### src/sv/i2cra_pkg.sv
`timescale 1ns / 1ps
// ----------------------------------------------------------------------------
// I2C register access master package
// Phase codes, operation codes and the words passed between the front
// end, the back end and the result channel.
// ----------------------------------------------------------------------------
package i2cra_pkg;

   localparam logic [1:0] OP_TICK  = 2'd0;
   localparam logic [1:0] OP_WRITE = 2'd1;
   localparam logic [1:0] OP_READ  = 2'd2;

   typedef enum logic [3:0] {
      PH_IDLE     = 4'd0,
      PH_RS_PRE   = 4'd1,
      PH_ST_SETUP = 4'd2,
      PH_ST_HOLD  = 4'd3,
      PH_ST_LOW   = 4'd4,
      PH_TX_LOW   = 4'd5,
      PH_TX_HIGH  = 4'd6,
      PH_ACK_LOW  = 4'd7,
      PH_ACK_HIGH = 4'd8,
      PH_RX_LOW   = 4'd9,
      PH_RX_HIGH  = 4'd10,
      PH_MN_LOW   = 4'd11,
      PH_MN_HIGH  = 4'd12,
      PH_SP_LOW   = 4'd13,
      PH_SP_HIGH  = 4'd14,
      PH_SP_END   = 4'd15
   } phase_type;

   typedef enum logic [1:0] {
      STEP_ADDR  = 2'd0,
      STEP_REG   = 2'd1,
      STEP_DATA  = 2'd2,
      STEP_RADDR = 2'd3
   } byte_step_type;

   // Classified input word as held in the queue.
   typedef struct packed {
      logic       is_cmd;
      logic       is_read;
      logic [6:0] device_address;
      logic [7:0] register_address;
      logic [7:0] write_data;
      logic       sda_in;
   } item_type;

   // Queue head as seen by the back end.
   typedef struct packed {
      logic     valid;
      item_type item;
   } head_type;

   typedef struct packed {
      logic       scl_level;
      logic       sda_level;
      logic       sda_drive_enable;
      logic       busy_res;
      logic       done_res;
      logic [7:0] read_data;
      logic       nack_seen;
      logic       command_rejected;
   } result_type;

endpackage

### src/sv/i2cra_ifs.sv
`timescale 1ns / 1ps
// ----------------------------------------------------------------------------
// I2C register access master channels
// Command channel and result channel, each with valid and ready.
// ----------------------------------------------------------------------------
interface i2cra_req_if;
   logic       valid;
   logic       ready;
   logic [1:0] operation;
   logic [6:0] device_address;
   logic [7:0] register_address;
   logic [7:0] write_data;
   logic       sda_in;

   modport source (output valid, operation, device_address, register_address,
                   write_data, sda_in, input ready);
   modport sink   (input valid, operation, device_address, register_address,
                   write_data, sda_in, output ready);
endinterface

interface i2cra_rsp_if;
   logic       valid;
   logic       ready;
   logic       scl_level;
   logic       sda_level;
   logic       sda_drive_enable;
   logic       busy_res;
   logic       done_res;
   logic [7:0] read_data;
   logic       nack_seen;
   logic       command_rejected;

   modport source (output valid, scl_level, sda_level, sda_drive_enable, busy_res,
                   done_res, read_data, nack_seen, command_rejected, input ready);
   modport sink   (input valid, scl_level, sda_level, sda_drive_enable, busy_res,
                   done_res, read_data, nack_seen, command_rejected, output ready);
endinterface

### src/sv/i2c_register_access_master.sv
`timescale 1ns / 1ps
// ----------------------------------------------------------------------------
// I2C register access master
// Runs whole I2C register write and read transactions at pin level.
// ----------------------------------------------------------------------------
// Each word on req_chan is one tick of the bus sequencer: a plain tick, or a
// command that starts a register write or read when the master is idle. For
// every accepted word exactly one word appears on rsp_chan, carrying the SCL
// and SDA levels, the SDA drive enable, busy, done, the last read byte, the
// NACK flag and whether a command was rejected.
// A word passes a two-entry queue and then the sequencer, which registers
// its result in the output register for rsp_chan. The sequencer takes one word
// per cycle while that register is free or being taken, so one word per cycle
// is sustained when rsp_chan keeps ready high.
// If rsp_chan stalls, the result stays in the output register, the queue
// fills and req_chan.ready drops once both entries are taken.
// csr_we writes ticks_per_phase (phase length in ticks, zero acts as one);
// write it only while idle. Reset empties the queue, returns the sequencer
// to idle with the bus released high and sets ticks_per_phase to one.
// ----------------------------------------------------------------------------
module i2c_register_access_master #(
   parameter int DIV_WIDTH = 16
) (
   input  logic        clock,
   input  logic        reset,
   i2cra_req_if.sink   req_chan,
   i2cra_rsp_if.source rsp_chan,
   input  logic        csr_we,
   input  logic [15:0] csr_wdata
);

   logic [15:0]         tpp_ff;
   logic                pop;
   i2cra_pkg::head_type head;

   always_ff @(posedge clock) begin
      if (reset) begin
         tpp_ff <= 16'd1;
      end else if (csr_we) begin
         tpp_ff <= csr_wdata;
      end
   end

   i2cra_front u_front (
      .clock    (clock),
      .reset    (reset),
      .req_chan (req_chan),
      .pop      (pop),
      .head     (head)
   );

   i2cra_back #(
      .DIV_WIDTH (DIV_WIDTH)
   ) u_back (
      .clock           (clock),
      .reset           (reset),
      .ticks_per_phase (tpp_ff),
      .head            (head),
      .pop             (pop),
      .rsp_chan        (rsp_chan)
   );

endmodule

### src/sv/i2cra_front.sv
`timescale 1ns / 1ps
// ----------------------------------------------------------------------------
// I2C register access master front end
// Accepts command words, classifies the operation and holds them in a
// two-entry queue for the sequencer.
// ----------------------------------------------------------------------------
module i2cra_front (
   input  logic                clock,
   input  logic                reset,
   i2cra_req_if.sink           req_chan,
   input  logic                pop,
   output i2cra_pkg::head_type head
);

   i2cra_pkg::item_type mem_ff [2];
   i2cra_pkg::item_type item_in;
   logic       wr_ptr_ff, wr_ptr_in;
   logic       rd_ptr_ff, rd_ptr_in;
   logic [1:0] count_ff, count_in;
   logic       push;

   assign req_chan.ready = (count_ff != 2'd2);
   assign push = req_chan.valid && req_chan.ready;

   always_comb begin
      item_in.is_cmd = (req_chan.operation == i2cra_pkg::OP_WRITE) ||
                       (req_chan.operation == i2cra_pkg::OP_READ);
      item_in.is_read = (req_chan.operation == i2cra_pkg::OP_READ);
      item_in.device_address = req_chan.device_address;
      item_in.register_address = req_chan.register_address;
      item_in.write_data = req_chan.write_data;
      item_in.sda_in = req_chan.sda_in;
   end

   always_comb begin
      wr_ptr_in = push ? ~wr_ptr_ff : wr_ptr_ff;
      rd_ptr_in = pop ? ~rd_ptr_ff : rd_ptr_ff;
      count_in = count_ff + {1'b0, push} - {1'b0, pop};
   end

   always_ff @(posedge clock) begin
      if (push) begin
         mem_ff[wr_ptr_ff] <= item_in;
      end
   end

   always_ff @(posedge clock) begin
      if (reset) begin
         wr_ptr_ff <= 1'b0;
         rd_ptr_ff <= 1'b0;
         count_ff <= 2'd0;
      end else begin
         wr_ptr_ff <= wr_ptr_in;
         rd_ptr_ff <= rd_ptr_in;
         count_ff <= count_in;
      end
   end

   assign head.valid = (count_ff != 2'd0);
   assign head.item = mem_ff[rd_ptr_ff];

   a_count_bound: assert property (@(posedge clock) disable iff (reset)
      count_ff != 2'd3) else $error("queue count out of range");
   a_no_pop_empty: assert property (@(posedge clock) disable iff (reset)
      pop |-> count_ff != 2'd0) else $error("queue popped while empty");
   a_full_blocks: assert property (@(posedge clock) disable iff (reset)
      count_ff == 2'd2 |-> !req_chan.ready) else $error("queue accepted while full");

endmodule

### src/sv/i2cra_back.sv
`timescale 1ns / 1ps
// ----------------------------------------------------------------------------
// I2C register access master back end
// Pin-level transaction sequencer, one queued word per step, with the
// result word held in an output register.
// ----------------------------------------------------------------------------
module i2cra_back #(
   parameter int DIV_WIDTH = 16
) (
   input  logic                clock,
   input  logic                reset,
   input  logic [15:0]         ticks_per_phase,
   input  i2cra_pkg::head_type head,
   output logic                pop,
   i2cra_rsp_if.source         rsp_chan
);

   localparam int LimW = (DIV_WIDTH < 16) ? DIV_WIDTH : 16;

   i2cra_pkg::phase_type     phase_ff, phase_in;
   i2cra_pkg::byte_step_type step_ff, step_in;
   logic [3:0]           bit_index_ff, bit_index_in;
   logic [7:0]           shift_ff, shift_in;
   logic [DIV_WIDTH-1:0] ticks_ff, ticks_in;
   logic [DIV_WIDTH-1:0] limit;
   logic                 is_read_ff, is_read_in;
   logic [6:0]           addr_ff, addr_in;
   logic [7:0]           reg_ff, reg_in;
   logic [7:0]           data_ff, data_in;
   logic [7:0]           rx_ff, rx_in;
   logic                 nack_ff, nack_in;
   logic                 rsp_valid_ff, rsp_valid_in;
   i2cra_pkg::result_type res_ff, res_in;
   logic                 done;
   logic                 sda;
   logic [2:0]           pins;

   assign limit = DIV_WIDTH'(ticks_per_phase[LimW-1:0]);
   assign pop = head.valid && (!rsp_valid_ff || rsp_chan.ready);
   assign sda = head.item.sda_in;

   always_comb begin
      phase_in = phase_ff;
      step_in = step_ff;
      bit_index_in = bit_index_ff;
      shift_in = shift_ff;
      ticks_in = ticks_ff;
      is_read_in = is_read_ff;
      addr_in = addr_ff;
      reg_in = reg_ff;
      data_in = data_ff;
      rx_in = rx_ff;
      nack_in = nack_ff;
      done = 1'b0;
      if (phase_ff == i2cra_pkg::PH_IDLE) begin
         if (head.item.is_cmd) begin
            addr_in = head.item.device_address;
            reg_in = head.item.register_address;
            data_in = head.item.write_data;
            is_read_in = head.item.is_read;
            step_in = i2cra_pkg::STEP_ADDR;
            bit_index_in = 4'd0;
            nack_in = 1'b0;
            ticks_in = '0;
            phase_in = i2cra_pkg::PH_ST_SETUP;
         end
      end else begin
         ticks_in = ticks_ff + DIV_WIDTH'(1);
         if (ticks_in >= limit || ticks_in == '0) begin
            ticks_in = '0;
            unique case (phase_ff)
               i2cra_pkg::PH_RS_PRE:   phase_in = i2cra_pkg::PH_ST_SETUP;
               i2cra_pkg::PH_ST_SETUP: phase_in = i2cra_pkg::PH_ST_HOLD;
               i2cra_pkg::PH_ST_HOLD:  phase_in = i2cra_pkg::PH_ST_LOW;
               i2cra_pkg::PH_ST_LOW: begin
                  shift_in = {addr_ff, step_ff == i2cra_pkg::STEP_RADDR};
                  bit_index_in = 4'd0;
                  phase_in = i2cra_pkg::PH_TX_LOW;
               end
               i2cra_pkg::PH_TX_LOW:   phase_in = i2cra_pkg::PH_TX_HIGH;
               i2cra_pkg::PH_TX_HIGH: begin
                  shift_in = {shift_ff[6:0], 1'b0};
                  bit_index_in = bit_index_ff + 4'd1;
                  phase_in = (bit_index_in >= 4'd8) ? i2cra_pkg::PH_ACK_LOW
                                                    : i2cra_pkg::PH_TX_LOW;
               end
               i2cra_pkg::PH_ACK_LOW:  phase_in = i2cra_pkg::PH_ACK_HIGH;
               i2cra_pkg::PH_ACK_HIGH: begin
                  if (sda) begin
                     nack_in = 1'b1;
                  end
                  bit_index_in = 4'd0;
                  if (step_ff == i2cra_pkg::STEP_ADDR) begin
                     step_in = i2cra_pkg::STEP_REG;
                     shift_in = reg_ff;
                     phase_in = i2cra_pkg::PH_TX_LOW;
                  end else if (step_ff == i2cra_pkg::STEP_REG && !is_read_ff) begin
                     step_in = i2cra_pkg::STEP_DATA;
                     shift_in = data_ff;
                     phase_in = i2cra_pkg::PH_TX_LOW;
                  end else if (step_ff == i2cra_pkg::STEP_REG) begin
                     step_in = i2cra_pkg::STEP_RADDR;
                     phase_in = i2cra_pkg::PH_RS_PRE;
                  end else if (step_ff == i2cra_pkg::STEP_RADDR) begin
                     shift_in = 8'd0;
                     phase_in = i2cra_pkg::PH_RX_LOW;
                  end else begin
                     phase_in = i2cra_pkg::PH_SP_LOW;
                  end
               end
               i2cra_pkg::PH_RX_LOW:   phase_in = i2cra_pkg::PH_RX_HIGH;
               i2cra_pkg::PH_RX_HIGH: begin
                  shift_in = {shift_ff[6:0], sda};
                  bit_index_in = bit_index_ff + 4'd1;
                  if (bit_index_in >= 4'd8) begin
                     rx_in = shift_in;
                     phase_in = i2cra_pkg::PH_MN_LOW;
                  end else begin
                     phase_in = i2cra_pkg::PH_RX_LOW;
                  end
               end
               i2cra_pkg::PH_MN_LOW:   phase_in = i2cra_pkg::PH_MN_HIGH;
               i2cra_pkg::PH_MN_HIGH:  phase_in = i2cra_pkg::PH_SP_LOW;
               i2cra_pkg::PH_SP_LOW:   phase_in = i2cra_pkg::PH_SP_HIGH;
               i2cra_pkg::PH_SP_HIGH:  phase_in = i2cra_pkg::PH_SP_END;
               i2cra_pkg::PH_SP_END: begin
                  phase_in = i2cra_pkg::PH_IDLE;
                  done = 1'b1;
               end
               default:                phase_in = i2cra_pkg::PH_IDLE;
            endcase
         end
      end

      // Pin order is drive, sda, scl.
      unique case (phase_in)
         i2cra_pkg::PH_RS_PRE:   pins = 3'b110;
         i2cra_pkg::PH_ST_SETUP: pins = 3'b111;
         i2cra_pkg::PH_ST_HOLD:  pins = 3'b101;
         i2cra_pkg::PH_ST_LOW:   pins = 3'b100;
         i2cra_pkg::PH_TX_LOW:   pins = {1'b1, shift_in[7], 1'b0};
         i2cra_pkg::PH_TX_HIGH:  pins = {1'b1, shift_in[7], 1'b1};
         i2cra_pkg::PH_ACK_LOW:  pins = 3'b010;
         i2cra_pkg::PH_ACK_HIGH: pins = 3'b011;
         i2cra_pkg::PH_RX_LOW:   pins = 3'b010;
         i2cra_pkg::PH_RX_HIGH:  pins = 3'b011;
         i2cra_pkg::PH_MN_LOW:   pins = 3'b110;
         i2cra_pkg::PH_MN_HIGH:  pins = 3'b111;
         i2cra_pkg::PH_SP_LOW:   pins = 3'b100;
         i2cra_pkg::PH_SP_HIGH:  pins = 3'b101;
         default:                pins = 3'b111;
      endcase

      res_in.scl_level = pins[0];
      res_in.sda_level = pins[1];
      res_in.sda_drive_enable = pins[2];
      res_in.busy_res = (phase_in != i2cra_pkg::PH_IDLE);
      res_in.done_res = done;
      res_in.read_data = rx_in;
      res_in.nack_seen = nack_in;
      res_in.command_rejected = head.item.is_cmd && (phase_ff != i2cra_pkg::PH_IDLE);

      rsp_valid_in = pop || (rsp_valid_ff && !rsp_chan.ready);
   end

   always_ff @(posedge clock) begin
      if (reset) begin
         phase_ff <= i2cra_pkg::PH_IDLE;
         step_ff <= i2cra_pkg::STEP_ADDR;
         bit_index_ff <= 4'd0;
         ticks_ff <= '0;
         rx_ff <= 8'd0;
         nack_ff <= 1'b0;
         rsp_valid_ff <= 1'b0;
      end else begin
         rsp_valid_ff <= rsp_valid_in;
         if (pop) begin
            phase_ff <= phase_in;
            step_ff <= step_in;
            bit_index_ff <= bit_index_in;
            ticks_ff <= ticks_in;
            rx_ff <= rx_in;
            nack_ff <= nack_in;
         end
      end
   end

   always_ff @(posedge clock) begin
      if (pop) begin
         shift_ff <= shift_in;
         is_read_ff <= is_read_in;
         addr_ff <= addr_in;
         reg_ff <= reg_in;
         data_ff <= data_in;
         res_ff <= res_in;
      end
   end

   assign rsp_chan.valid = rsp_valid_ff;
   assign rsp_chan.scl_level = res_ff.scl_level;
   assign rsp_chan.sda_level = res_ff.sda_level;
   assign rsp_chan.sda_drive_enable = res_ff.sda_drive_enable;
   assign rsp_chan.busy_res = res_ff.busy_res;
   assign rsp_chan.done_res = res_ff.done_res;
   assign rsp_chan.read_data = res_ff.read_data;
   assign rsp_chan.nack_seen = res_ff.nack_seen;
   assign rsp_chan.command_rejected = res_ff.command_rejected;

   a_done_not_busy: assert property (@(posedge clock) disable iff (reset)
      rsp_valid_ff && res_ff.done_res |-> !res_ff.busy_res)
      else $error("stop completion reported while busy");
   a_idle_pins: assert property (@(posedge clock) disable iff (reset)
      rsp_valid_ff && phase_ff == i2cra_pkg::PH_IDLE |->
      res_ff.scl_level && res_ff.sda_level && res_ff.sda_drive_enable)
      else $error("bus not released while idle");
   a_stall_holds: assert property (@(posedge clock) disable iff (reset)
      rsp_valid_ff && !rsp_chan.ready |=> rsp_valid_ff && $stable(res_ff))
      else $error("result overwritten while stalled");

endmodule

### src/flat_wrapper.sv
// flat-port wrapper written by rule: the top's interface ports become plain ports
module i2c_register_access_master_flat 
#(
   parameter int DIV_WIDTH = 16
)
  (clock, reset, csr_we, csr_wdata, req_chan_valid, req_chan_operation, req_chan_device_address, req_chan_register_address, req_chan_write_data, req_chan_sda_in, req_chan_ready, rsp_chan_valid, rsp_chan_scl_level, rsp_chan_sda_level, rsp_chan_sda_drive_enable, rsp_chan_busy_res, rsp_chan_done_res, rsp_chan_read_data, rsp_chan_nack_seen, rsp_chan_command_rejected, rsp_chan_ready);
  i2cra_req_if req_chan_i ();
  i2cra_rsp_if rsp_chan_i ();
  input  logic clock;
  input  logic reset;
  input  logic csr_we;
  input  logic [15:0] csr_wdata;
  input wire logic [$bits(req_chan_i.valid)-1:0] req_chan_valid;
  input wire logic [$bits(req_chan_i.operation)-1:0] req_chan_operation;
  input wire logic [$bits(req_chan_i.device_address)-1:0] req_chan_device_address;
  input wire logic [$bits(req_chan_i.register_address)-1:0] req_chan_register_address;
  input wire logic [$bits(req_chan_i.write_data)-1:0] req_chan_write_data;
  input wire logic [$bits(req_chan_i.sda_in)-1:0] req_chan_sda_in;
  output wire logic [$bits(req_chan_i.ready)-1:0] req_chan_ready;
  output wire logic [$bits(rsp_chan_i.valid)-1:0] rsp_chan_valid;
  output wire logic [$bits(rsp_chan_i.scl_level)-1:0] rsp_chan_scl_level;
  output wire logic [$bits(rsp_chan_i.sda_level)-1:0] rsp_chan_sda_level;
  output wire logic [$bits(rsp_chan_i.sda_drive_enable)-1:0] rsp_chan_sda_drive_enable;
  output wire logic [$bits(rsp_chan_i.busy_res)-1:0] rsp_chan_busy_res;
  output wire logic [$bits(rsp_chan_i.done_res)-1:0] rsp_chan_done_res;
  output wire logic [$bits(rsp_chan_i.read_data)-1:0] rsp_chan_read_data;
  output wire logic [$bits(rsp_chan_i.nack_seen)-1:0] rsp_chan_nack_seen;
  output wire logic [$bits(rsp_chan_i.command_rejected)-1:0] rsp_chan_command_rejected;
  input wire logic [$bits(rsp_chan_i.ready)-1:0] rsp_chan_ready;
  assign req_chan_i.valid = req_chan_valid;
  assign req_chan_i.operation = req_chan_operation;
  assign req_chan_i.device_address = req_chan_device_address;
  assign req_chan_i.register_address = req_chan_register_address;
  assign req_chan_i.write_data = req_chan_write_data;
  assign req_chan_i.sda_in = req_chan_sda_in;
  assign req_chan_ready = req_chan_i.ready;
  assign rsp_chan_valid = rsp_chan_i.valid;
  assign rsp_chan_scl_level = rsp_chan_i.scl_level;
  assign rsp_chan_sda_level = rsp_chan_i.sda_level;
  assign rsp_chan_sda_drive_enable = rsp_chan_i.sda_drive_enable;
  assign rsp_chan_busy_res = rsp_chan_i.busy_res;
  assign rsp_chan_done_res = rsp_chan_i.done_res;
  assign rsp_chan_read_data = rsp_chan_i.read_data;
  assign rsp_chan_nack_seen = rsp_chan_i.nack_seen;
  assign rsp_chan_command_rejected = rsp_chan_i.command_rejected;
  assign rsp_chan_i.ready = rsp_chan_ready;
  i2c_register_access_master #(.DIV_WIDTH(DIV_WIDTH)) u_core (.clock(clock), .reset(reset), .req_chan(req_chan_i), .rsp_chan(rsp_chan_i), .csr_we(csr_we), .csr_wdata(csr_wdata));
endmodule
### config.mk
export PLATFORM = sky130hd
export DESIGN_NAME = i2c_register_access_master_flat
export DESIGN_NICKNAME = d
export VERILOG_FILES = /design/src/sv/i2cra_pkg.sv /design/src/sv/i2cra_ifs.sv /design/src/sv/i2c_register_access_master.sv /design/src/sv/i2cra_front.sv /design/src/sv/i2cra_back.sv /design/src/flat_wrapper.sv
export SDC_FILE = /design/constraint.sdc
export NUM_CORES = 1
export LEC_CHECK = 0
export ABC_AREA = 1
export BUFFER_PORTS_ARGS = -buffer_cell sky130_fd_sc_hd__clkbuf_2
export CAP_MARGIN = 10
export CORE_ASPECT_RATIO = 0.6
export CORE_UTILIZATION = 58
export DETAILED_ROUTE_END_ITERATION = 12
export HOLD_SLACK_MARGIN = 0.12
export PLACE_DENSITY = 0.81
export SLEW_MARGIN = 20
export SYNTH_ARGS = -nofsm -noshare
export SYNTH_HDL_FRONTEND = slang
export SYNTH_SLANG_ARGS = --single-unit
### constraint.sdc
create_clock -name clock -period 5.35 [get_ports clock]
set_clock_uncertainty 0.05 [all_clocks]
set_input_delay 1.07 -clock clock [delete_from_list [all_inputs] [get_ports clock]]
set_output_delay 1.07 -clock clock [all_outputs]
set_load 0.005 [all_outputs]
After elaboration in Yosys (flattened, before gate mapping). Memory sizes are Yosys's and may differ from the RTL's. A register that Yosys moved wholly into a read port is not among the register bits. Cells that the tools add are included.

Memories: 1. Word-level logic and storage cells: 153. Register bits: 103. RAM bits: 52. Output and inout bits: 17. Input port bits: 47.

Memory list: u_core.u_front.mem_ff (words 2, width 26, rd ports 1, clocked after Yosys merged registers in 1, wr ports 1, line i2cra_front.sv:15) `i2cra_pkg::item_type mem_ff [2];`.

Magnitude comparators: 2. Muxes and demuxes: 46. Reductions and logical operators: 36. Bitwise operators: 4. Equality and inequality tests: 35. Add/sub/neg operators: 4.

Operators with widths (number): 2-to-1 mux 8 bit (10); == test 4 bit, second input constant (14); one-hot mux 4 bit (14 select lines) (1); 2-to-1 mux 16 bit (3); 2-to-1 mux 4 bit (9); == test 4 x 3 -> 1 bit, second input constant (8); one-hot mux 8 bit (4 select lines) (1); one-hot mux 3 bit (7 select lines) (1); 2-to-1 mux 2 bit (9); adder 16 x 1 -> 16 bit, second input constant (1); >= comparator 16 bit (1); logical NOT 16 bit (1); nonzero test 4 bit (4); OR reduction 2 bit (8); == test 4 x 2 -> 1 bit, second input constant (3); 2-to-1 mux 1 bit (10); == test 4 x 1 -> 1 bit, second input constant (2); inequality test 4 bit, second input constant (2); one-hot mux 4 bit (2 select lines) (1); AND reduction 6 bit (1); nonzero test 2 bit (3); logical AND 1 bit (5); AND reduction 5 bit (1); adder 4 x 1 -> 4 bit, second input constant (1); other kinds (16) (27).

Logic depth before layout (Yosys ltp).
Depth in word-level cells: 11. Gate-level depth with buffers: 25.

Hierarchy. A second synthesis with hierarchy kept.

Cell total of the unflattened synthesis: 800. Area total of the unflattened synthesis: 7583.5 um^2.

By module, submodules not included: i2cra_back (area an instance 4689.5 um^2, times used 1, cells each 584); i2cra_front (area an instance 2225.9 um^2, times used 1, cells each 116); i2c_register_access_master (area an instance 668.1 um^2, times used 1, cells each 100).

Least setup slack after synthesis. OpenSTA, ideal clock, no wires.

Kind: input-to-reg. Start point: input rsp_chan_ready. End point: register u_core.u_front.count_ff[1]. Path slack: 2144 ps. Arrival: 3035 ps. Data required time: 5179 ps. Cell stages on the path: 10. Setup time: 121 ps. Cell sequence: inv_1 -> nand2_1 -> o21ai_1 -> clkinv_1 -> ha_1 -> inv_1 -> ha_1 -> xor2_1 -> o21ai_0 -> a21oi_1.

Longest elaborated chain between the ends: 3.

RTL lines: from (decl) (line flat_wrapper.sv:29) `input wire logic [$bits(rsp_chan_i.ready)-1:0] rsp_chan_ready;`; logical OR 1 bit (line i2cra_back.sv:39) `assign pop = head.valid && (!rsp_valid_ff || rsp_chan.ready);`; logical AND 1 bit (line i2cra_back.sv:39); named net u_core.pop (line i2c_register_access_master.sv:33) `logic pop;`; subtractor 2 x 1 -> 2 bit (line i2cra_front.sv:38) `count_in = count_ff + {1'b0, push} - {1'b0, pop};`; to (signal assigned) (line i2cra_front.sv:55) `count_ff <= count_in;`; to (decl) (line i2cra_front.sv:19) `logic [1:0] count_ff, count_in;`.

The timed path passes the listed nets, and every way through them passes these cells. A chain may end at the register's enable or synchronous reset.

Final worst setup path.
Start point: register u_core.u_back.ticks_ff[0]. End point: register u_core.u_back.res_ff (netlist bit u_core.u_back.rsp_chan.scl_level) (data pin).

Longest elaborated chain between the ends: 8. Elaborated cells between the ends (all ways): 24.

RTL lines: from (decl) (line i2cra_back.sv:24) `logic [DIV_WIDTH-1:0] ticks_ff, ticks_in;`; from (signal assigned) (line i2cra_back.sv:181) `ticks_ff <= ticks_in;`; adder 16 x 1 -> 16 bit (*) (line i2cra_back.sv:68) `ticks_in = ticks_ff + DIV_WIDTH'(1);`; >= comparator 16 bit or logical NOT 16 bit (tied branches) (line i2cra_back.sv:69) `if (ticks_in >= limit || ticks_in == '0) begin`; logical OR 1 bit (*) (line i2cra_back.sv:69); 2-to-1 mux 4 bit (*) (line i2cra_back.sv:69); 2-to-1 mux 4 bit (*) (line i2cra_back.sv:55) `if (phase_ff == i2cra_pkg::PH_IDLE) begin`; == test 4 bit, or another cell as far along (line i2cra_back.sv:136) `unique case (phase_in)`; OR reduction 2 bit (no line); one-hot mux 3 bit (7 select lines) (*) (line i2cra_back.sv:136); named net u_core.u_back.pins[0] (line i2cra_back.sv:36) `logic [2:0] pins;`; to (signal assigned) (line i2cra_back.sv:195) `res_ff <= res_in;`; to (decl) (line i2cra_back.sv:33) `i2cra_pkg::result_type res_ff, res_in;`.

The timed path passes the listed nets; every way through them passes the cells marked *.

==> summary.txt <==
Outcome
  – Status: completed

Route
  – DRT Pass-1 Iters: 5
  – DR vias: ~5500
  – Routed Antenna Nets: 0
  – Routed wire length: about 16000 um
  – 1st-iter DRT viols: approximately 490
  – DRC Markers: 0
  – Via density: approximately 5.5
  – DR WL/cell: roughly 16 um

Place
  – Placer Congestion: about 0.91
  – Post-DP Area: 7760 sq um
  – HPWL after detailed placement: between 10000 and 15000 um
  – PortBufs: 63

Synth
  – Post-Synthesis Cells: ~740
  – Post-synthesis mux area share: 0.0385
  – Avg Inst Size Synth: 9.81 sq um
  – Distinct cells, synth: 42
  – Yosys reg bits: between 150 and 200
  – Top cell type's share of synthesized area: 0.408
  – Compound-Gate Fraction of Synth Area: 0.112
  – Count leader, synth: nand2_1
  – Leading area contributor after synthesis: edfxtp_1
  – Ys Warns: 0
  – Synth Area in Simple Gates: 0.169
  – Synthesized-area fraction occupied by adder cells: 0.0447
  – Number of flops mapped to enable cells by yosys: 99
  – Mapped Area: a little over 7000 sq um
  – Commonest cells post-synth: nand2_1 (137), inv_1 (102), edfxtp_1 (99), a21oi_1 (69), dfxtp_1 (57)
  – Seq/Total Area, Yosys: 0.565
  – Main synth FF type: edfxtp_1
  – Post-synth ARST share: 0
  – Mapped Nets: a little over 800
  – Largest cells by area after synthesis: edfxtp_1 (41%), dfxtp_1 (16%), nand2_1 (7.1%), inv_1 (5.3%), a21oi_1 (4.7%)
  – Post-Synth XOR/XNOR Area: 0.00361
  – Largest family of logic cells by synthesized area: simple AND/OR/NAND/NOR gates

Cells and area
  – # diodes: 0
  – Layout cells sized above 1: 0.208
  – Nets: 884
  – Layout fillers: between 900 and 1000
  – Finished Cell Area: roughly 8400 sq um
  – Layout Area Growth over Synthesis: 15.1%

Worst setup path
  – R2R Setup Slk: roughly 1700 ps
  – R2R Path Start: u_core.u_back.ticks_ff[0]$_SDFFE_PP0P_
  – WP data arrival: ~3800 ps
  – CP startpoint: u_core.u_back.ticks_ff[0]$_SDFFE_PP0P_
  – Crit Path Category: reg -> reg
  – Crit Reg-Reg Endpoint: u_core.u_back.rsp_chan.scl_level$_DFFE_PP_
  – Crit path capture type: flip-flop
  – Worst setup endpoint: u_core.u_back.rsp_chan.scl_level$_DFFE_PP_
  – Cells on worst reg2reg path: 21
  – Worst Setup Start Kind: flip-flop
  – Crit path max fanout: 7
  – Worst EP required: approximately 5500 ps

GRT
  – Largest net degree at the start of global routing: 36
  – Remaining Overflow, GRT: 0
  – First-pass GRT wire length: between 20000 and 30000 um
  – Vias in the first global route: between 5000 and 6000
  – Total GRT Usage: 0.260
  – Initial antenna violation count: 0

Timing
  – Slew headroom: 0.397
  – Final setup fails: 0
  – Final Hold Viols: 0
  – RSZ-0062 raised after global routing: no
  – Setup TNS: 0 ps
  – Slew Limit Fails: 0
  – Worst-margin pin slew: 898 ps
  – Part of the cycle the worst path needs: 0.690
  – Final min period: around 3700 ps
  – FMAX: approximately 270 MHz
  – Final hold slack: 403 ps

Power
  – Clk pwr share: 0.289
  – Flop pwr share: 0.404
  – Lkg Pwr: 3.57 nW
  – Switching part of the total power: 0.344
  – PwrDens: 517 nW/um^2
  – Sw Pwr: around 1.5 mW
  – Internal Pwr Total: approximately 2.8 mW
  – Logic pwr share: 0.307
  – Worst vdd ir: between 0.0003 and 0.0004 V

Floorplan
  – Core footprint: between 10000 and 15000 sq um
  – Rows: 31
  – Initial Utilization: 0.600
  – Die Wd: around 150 um
  – I/O pins: 64
  – DIE AREA: between 10000 and 15000 sq um
  – Height of the die: 88.8 um

Clocking
  – Clk_lat worst skew: ~420 ps
  – CTS Root Buffer Type: clkbuf_16
  – Post-CTS setup buffers: 0
  – H-tree depth: 4
  – CTS Buf Count: 17
  – # clock sinks: 156
  – CTS Buffer Depth: 2
  – Clock-pin slew on the worst setup and hold paths: 60 ps
  – TritonCTS clock tree: done
  – Cts hold-fix bufs: 0
  – Post-CTS resize count: 0

Flow run
  – Max cap viols: 0

Hold path
  – HP Class: reg -> reg
-- cells by family after synthesis --
family	after synthesis
AND/OR/NAND/NOR	262
AO/OA/AOI/OAI	144
buffers and inverters	126
flip-flops	156
XOR/XNOR	3
adder cells (fa/ha/maj)	26
multiplexers	25
-- final cells by class --
cell class                 instances  area [sq um]  area share
inverter                         108           405      0.0484
multi-input combinational        460          2680       0.320
sequential                       156          4110       0.491
timing repair buffer              68           353      0.0421
tap                              165           206      0.0246
clock inverter                    14           193      0.0230
clock buffer                      17           425      0.0508
-- worst min-delay path by stage --
stage / startpoint / endpoint / slack [ps] / cells past startpoint
after detailed placement: u_core.u_front.rd_ptr_ff$_SDFFE_PP0P_ / flip-flop / 390 / 1
after global routing: u_core.tpp_ff[11]$_SDFFE_PP0P_ / u_core.tpp_ff[11]$_SDFFE_PP0P_ / 420 / 2
after global placement: u_core.u_front.rd_ptr_ff$_SDFFE_PP0P_ / u_core.u_front.rd_ptr_ff$_SDFFE_PP0P_ / 390 / 1
after floorplan: u_core.u_front.rd_ptr_ff$_SDFFE_PP0P_ / flip-flop / 380 / 1
after CTS: u_core.u_front.rd_ptr_ff$_SDFFE_PP0P_ / flip-flop / 400 / 1
final: u_core.u_front.rd_ptr_ff$_SDFFE_PP0P_ / u_core.u_front.rd_ptr_ff$_SDFFE_PP0P_ / 400 / 1
-- placed cells by master, fill, tap and decap left out, drive strengths merged --
master,Yosys,routed
nor4,1,1
ha,26,26
o21a,1,1
mux2,24,24
nor3b,1,1
xor2,3,3
nand2,156,156
dfxtp,57,57
clkinv,2,8
bufinv,0,4
a211oi,3,3
a21oi,69,69
mux2i,1,1
a221oi,1,1
clkinvlp,0,2
a221o,6,6
edfxtp,99,99
o21bai,3,3
a31oi,2,2
o211ai,2,2
buf,5,5
or2,3,3
o21ai,56,56
a21o,1,1
nor3,8,8
inv,106,108
nand3,32,32
nor2,53,53
clkbuf,13,80
nand4,8,8
-- sequential cells by signal, indices dropped and copies added, names as in the netlist, 2 cells and up, named ones only --
register / cells
u_core.tpp_ff: 16
u_core.u_front.mem_ff: 52
u_core.u_back.shift_ff: 8
u_core.u_back.step_ff: 2
u_core.u_back.rsp_chan.read_data: 8
u_core.u_front.count_ff: 2
u_core.u_back.data_ff: 8
u_core.u_back.rx_ff: 8
u_core.u_back.phase_ff: 4
u_core.u_back.addr_ff: 7
u_core.u_back.bit_index_ff: 4
u_core.u_back.reg_ff: 8
u_core.u_back.ticks_ff: 16
-- metal layers --
metal | up-vias | track usage | wire [um]
met5 | - | 0 | 0
met4 | 0 | 0.0994 | 230
met3 | 26 | 0.0552 | 1260
met2 | 210 | 0.377 | 6740
met1 | 2580 | 0.385 | 7850
li1 | 2638 | - | -
-- power by group through the flow --
stage,Combinational (mW),Sequential [mW],Clock [mW]
2_1_floorplan,0.906,1.74,0
5_1_grt,1.47,1.77,1.32
4_1_cts,1.31,1.75,1.27
3_3_place_gp,1.25,1.76,0
6_report,1.33,1.75,1.25
3_5_place_dp,1.29,1.77,0
-- through the flow --
stage | util | worst slack (ps) | cells | power (mW)
floorplan | - | 2140 | 742 | 2.65
global placement | 0.639 | 1960 | 957 | 3.01
detailed placement | 0.639 | 1750 | 957 | 3.06
CTS | 0.690 | 1710 | 988 | 4.32
global route | 0.690 | 1360 | 988 | 4.57
finish | 0.690 | 1660 | 988 | 4.33
-- critical path: stages, from the launching register on --
cell and delay (ps):
dfxtp_1 420, ha_1 210, nand2_2 110, nor2_8 160, nand2_2 100, xor2_1 240, inv_1 130, ha_1 310
nand2_1 70, nor2_1 40, nand2_1 80, inv_1 50, nand2_1 60, nand2_1 40, nor2_1 390, nand2_4 150
nand2_1 110, nand2_2 120, o21ai_0 260, nand2_1 110, a21oi_1 170, inv_1 60
(Power assumes the default switching activity.)
